$ cat config.mk
export PLATFORM = sky130hd
export DESIGN_NAME = brf_ctrl
export DESIGN_NICKNAME = d
export VERILOG_FILES = /design/src/rtl/brf_pkg.sv /design/src/rtl/brf_ctrl.sv
export SDC_FILE = /design/constraint.sdc
export NUM_CORES = 1
export LEC_CHECK = 0
export BUFFER_PORTS_ARGS = -buffer_cell sky130_fd_sc_hd__buf_2
export CAP_MARGIN = 20
export CORE_AREA = 2 2 39 41
export CTS_BUF_LIST = sky130_fd_sc_hd__clkbuf_4
export DETAILED_ROUTE_END_ITERATION = 10
export DIE_AREA = 0 0 41 43
export GPL_TIMING_DRIVEN = 0
export HOLD_SLACK_MARGIN = 0.02
export MAX_ROUTING_LAYER = met4
export SLEW_MARGIN = 15
export SYNTH_ARGS = -nofsm -noshare
export SYNTH_HDL_FRONTEND = slang
export SYNTH_SLANG_ARGS = --single-unit
$ cat constraint.sdc
create_clock -name clk -period 1.3 [get_ports clk]
set_clock_uncertainty 0.1 [all_clocks]
set_input_delay 0.195 -clock clk [delete_from_list [all_inputs] [get_ports clk]]
set_output_delay 0.195 -clock clk [all_outputs]
set_load 0.02 [all_outputs]
$ cat src/rtl/brf_pkg.sv
`default_nettype none
package brf_pkg;

	localparam int unsigned DEPTH_DEF   = 1024;
	localparam int unsigned MAX_RUN_DEF = 64;
	localparam int unsigned CAP_W       = 11;
	localparam int unsigned CAP_RESET   = 1024;
	localparam int unsigned CNT_IN_W    = 7;
	localparam int unsigned BYTE_W      = 8;

	typedef enum logic [1:0] {
		ACT_PUT   = 2'd0,
		ACT_GET   = 2'd1,
		ACT_RUN   = 2'd2,
		ACT_CLEAR = 2'd3
	} action_t;

	typedef enum logic [1:0] {
		STAT_OK    = 2'd0,
		STAT_EMPTY = 2'd1,
		STAT_FULL  = 2'd2
	} status_t;

	typedef struct packed {
		logic    push;
		logic    put;
		logic    take;
		logic    clear;
		logic    run_load;
		logic    in_run;
		status_t status;
	} cmd_t;

	typedef struct packed {
		logic room;
		logic empty;
		logic full;
		logic run_zero;
		logic run_last;
	} sts_t;

	typedef struct packed {
		logic [CAP_W-1:0]  writable;
		logic [CAP_W-1:0]  readable;
		status_t           status;
		logic              last;
		logic              byte_valid;
		logic [BYTE_W-1:0] out_byte;
	} res_t;

	function automatic logic [CAP_W-1:0] cap_clamp(input logic [CAP_W-1:0] v,
		input int unsigned depth);
		logic [CAP_W-1:0] r;
		r = v;
		if (v == '0) begin
			r = CAP_W'(1);
		end else if (int'(v) > int'(depth)) begin
			r = CAP_W'(depth);
		end
		return r;
	endfunction

endpackage
`default_nettype wire

$ cat src/rtl/brf_ctrl.sv
`default_nettype none
module brf_ctrl import brf_pkg::*; (
	input  wire logic    clk,
	input  wire logic    arst_n,
	input  wire logic    s_valid,
	input  wire action_t action,
	input  wire sts_t    sts,
	output logic         s_ready,
	output cmd_t         cmd
);

	typedef enum logic [1:0] {
		ST_IDLE = 2'b01,
		ST_RUN  = 2'b10
	} state_t;

	state_t state_q, state_d;
	logic   accept;

	assign s_ready = (state_q == ST_IDLE) && sts.room;
	assign accept  = s_valid && s_ready;

	always_comb begin
		cmd     = '0;
		state_d = state_q;
		unique case (state_q)
			ST_IDLE: begin
				if (accept) begin
					unique case (action)
						ACT_PUT: begin
							cmd.push = 1'b1;
							if (sts.full) begin
								cmd.status = STAT_FULL;
							end else begin
								cmd.put = 1'b1;
							end
						end
						ACT_GET: begin
							cmd.push = 1'b1;
							if (sts.empty) begin
								cmd.status = STAT_EMPTY;
							end else begin
								cmd.take = 1'b1;
							end
						end
						ACT_RUN: begin
							if (sts.empty) begin
								cmd.push   = 1'b1;
								cmd.status = STAT_EMPTY;
							end else if (sts.run_zero) begin
								cmd.push = 1'b1;
							end else begin
								cmd.run_load = 1'b1;
								state_d      = ST_RUN;
							end
						end
						ACT_CLEAR: begin
							cmd.push  = 1'b1;
							cmd.clear = 1'b1;
						end
						default: ;
					endcase
				end
			end
			ST_RUN: begin
				if (sts.room) begin
					cmd.push   = 1'b1;
					cmd.take   = 1'b1;
					cmd.in_run = 1'b1;
					if (sts.run_last) begin
						state_d = ST_IDLE;
					end
				end
			end
			default: state_d = ST_IDLE;
		endcase
	end

	always_ff @(posedge clk or negedge arst_n) begin
		if (!arst_n) begin
			state_q <= ST_IDLE;
		end else begin
			state_q <= state_d;
		end
	end

endmodule
`default_nettype wire

==> impl_metrics.env <==
export IMPL_design_area_um2=629
export IMPL_syn_nets=54
export IMPL_gp_congestion=0.745
export IMPL_crit_buf_inv=2
export IMPL_path_clk_slew_ns=0.04
export IMPL_end_kind="primary output"
export IMPL_status="finished, violations left"
export IMPL_avgSynthCellArea_um2=8.27
export IMPL_cts_tree="yes"
export IMPL_die_h_um=43
export IMPL_die_w_um=41
export IMPL_yosys_area_share_xor_xnor_pct=0
export IMPL_clkLatencyLatePin_ns=0.23
export IMPL_numCtsBuffers=3
export IMPL_drtPass1Iterations=3
export IMPL_h_tree_depth=1
export IMPL_grt_max_degree=7
export IMPL_fill_cells=136
export IMPL_crit_family="flip-flops"
export IMPL_antenna_cells=0
export IMPL_wire_per_inst_um=8.65
export IMPL_violations="negative setup slack"
export IMPL_required_ns=1.00
export IMPL_synth_edf_count=0
export IMPL_placed_area_um2=464
export IMPL_final_hold_violation_count=0
export IMPL_drv_slew=0
export IMPL_slew_headroom_pct=88.0
export IMPL_grt_pass1_vias=308
export IMPL_num_vias=346
export IMPL_layout_cells_non_filler=81
export IMPL_timing_worst_setup_path_type="reg2out"
export IMPL_grt_pass1_wl_mm=1.19
export IMPL_cp_arrival_ns=1.49
export IMPL_synth_common_cells="8 x ha_1, 5 x inv_1, 3 x a21oi_1, 3 x nand2_1, 3 x nor2_1"
export IMPL_cp_cell_sequence="ha_4 > and3_4 > buf_4 > and3_4 > buf_6"
export IMPL_clock_fmax_mhz=560
export IMPL_wl_met1_um=268
export IMPL_root_buffer="clkbuf_4"
export IMPL_cpMaxStageDelayCell="dfstp_2"
export IMPL_netlist_top_cells_area="ha_1 34%, dfstp_2 8.8%, dfrtp_1 8.4%"
export IMPL_syn_inst=36
export IMPL_track_usage_pct=9.97
export IMPL_layout_setup_ws_ns=-0.487
export IMPL_ant_nets=0
export IMPL_power_total_mw=0.698
export IMPL_ys_ff_latch=2
export IMPL_dr_wl_met3_um=30
export IMPL_area_growth_pct=111
export IMPL_placed_cells=70
export IMPL_drc=0
export IMPL_synth_adder_area_share_pct=33.6
export IMPL_worstPathMaxFanout=4
export IMPL_antenna_found_initial=0
export IMPL_timing_hold_ws_ns=0.174
export IMPL_yosysWarnings=0
export IMPL_drt_iter0_drc=1
export IMPL_ys_types=16
export IMPL_drive_above_1_share_pct=69.2
export IMPL_route_met2_wl_um=385
export IMPL_crit_path_max_incr_delay_ns=0.54
export IMPL_drt_wl_total_um=701
export IMPL_coreArea_um2=1380
export IMPL_die_area_um2=1760
export IMPL_multi_input_area_um2=314
export IMPL_top_regs="state_q: 2 flops"
export IMPL_p_per_area_nw_per_um2=1110
export IMPL_p_leak_nw=0.319
export IMPL_largest_reg_flops=2
export IMPL_hp_class="in2async"
export IMPL_cts_sinks=2
export IMPL_finalSetupViolations=11
export IMPL_rsz0062_at_grt="true"
export IMPL_maxCapViolations=0
export IMPL_io_buffer_count=18
export IMPL_synthMuxAreaShare_pct=0
export IMPL_initial_core_util_pct=21.5
export IMPL_synthArstFlopShare_pct=100
export IMPL_synth_compound_area_share_pct=12.6
export IMPL_synth_seq_area_share_pct=17.2
export IMPL_synth_top_area_cell="ha_1"
export IMPL_regMostFlops="state_q"
export IMPL_ir_drop_mv=0.705
export IMPL_ioPinCount=19
export IMPL_fp_row_count=14
export IMPL_period_share_pct=137
export IMPL_regArea_um2=51.3
export IMPL_vias_per_cell=4.27
export IMPL_nNetsFinal=84
export IMPL_grt_ovfl_total=0
export IMPL_startpoint_type="flop"
export IMPL_min_period_ns=1.79
export IMPL_top_layer="met4"
export IMPL_synthSimpleGateAreaFrac_pct=30.3
export IMPL_worstMarginPinSlew_ns=0.180
export IMPL_synth_ff_type="dfstp_2"
export IMPL_cts_max_path_buffers=2
export IMPL_synth_top_family_by_area="adder cells"
export IMPL_yosysMostFrequentCell="ha_1"
export IMPL_synth_top_area_share_pct=33.6
export IMPL_path_common_cell="and3_4"
export IMPL_synthesis_area_um2=298
export IMPL_place_ws_ns=-0.318
[cells by family (layout without fill, tap and decap cells)]
group / count (synthesis) / after routing
flops: 2 / 2
fa+ha+maj: 8 / 8
simple gates: 15 / 15
compound gates: 6 / 6
buf+inv: 5 / 34
[worst register-to-register path: stages (launching register included)]
cell and delay [ns]:
dfstp_2 0.54, buf_4 0.12, inv_2 0.04, ha_4 0.15, a21boi_1 0.13, nand4b_1 0.21, a21o_1 0.18
[timing repair]
item / 4_1_cts / 5_1_grt
resized for setup: 22 / 4
pin swaps: 2 / 1
hold buffers: 1 / 0
endpoints found under the hold margin: 2 / 0
gates cloned: 0 / 0
buffers inserted: 4 / 2
endpoints found under the setup margin: 11 / 11
[worst paths after layout]
path	slack, ns	cells after the start	from	end
max in group asynchronous	0.73	2	arst_n	state_q[0]$_DFFE_PN1P_
worst max-delay path	-0.49	5	state_q[0]$_DFFE_PN1P_	cmd[1]
worst min register to register	0.47	2	state_q[1]$_DFFE_PN0P_	state_q[1]$_DFFE_PN0P_
worst min-delay path	0.17	2	arst_n	state_q[1]$_DFFE_PN0P_
min in group clk	0.22	4	sts[1]	state_q[1]$_DFFE_PN0P_
worst max register to register	-0.24	6	state_q[0]$_DFFE_PN1P_	state_q[0]$_DFFE_PN1P_
[power by group]
| part | leakage (nW) | switching (mW) | internal (mW) |
|---|---|---|---|
| Sequential | 0.0242 | 0.0139 | 0.0859 |
| Combinational | 0.277 | 0.194 | 0.230 |
| Clock | 0.0184 | 0.0392 | 0.135 |
[per-stage QoR]
step	TNS [ns]	utilization (%)
2_1_floorplan	-0.846	-
3_3_place_gp	-2.01	33.5
3_5_place_dp	-2.06	33.5
4_1_cts	-3.99	43.6
5_1_grt	-4.63	45.5
6_report	-4.08	45.5
[per-layer routing]
metal	GRT usage [%]	vias to the layer above
met2	15.9	8
li1	-	178
met3	0	2
met4	6.00	0
met1	11.9	158
met5	-	-
[layout make-up]
| type | instances | share of cell area [%] |
|---|---|---|
| clock buffer | 4 | 4.77 |
| inverter | 5 | 2.98 |
| multi-input combinational | 29 | 49.9 |
| sequential | 2 | 8.15 |
| tap | 16 | 3.18 |
| timing repair buffer | 25 | 31.0 |
[cells in the final DEF (no fill, tap or decap), drive strengths merged]
cell,instances
a21boi,1
a21o,2
a21oi,3
and2,2
and3,3
buf,24
clkbuf,4
dfrtp,1
dfstp,1
dlygate4sd3,1
ha,8
inv,5
nand2,3
nand3,1
nand3b,1
nand4b,1
nor2,3
nor3,1
Power figures use the tool's default switching activity.
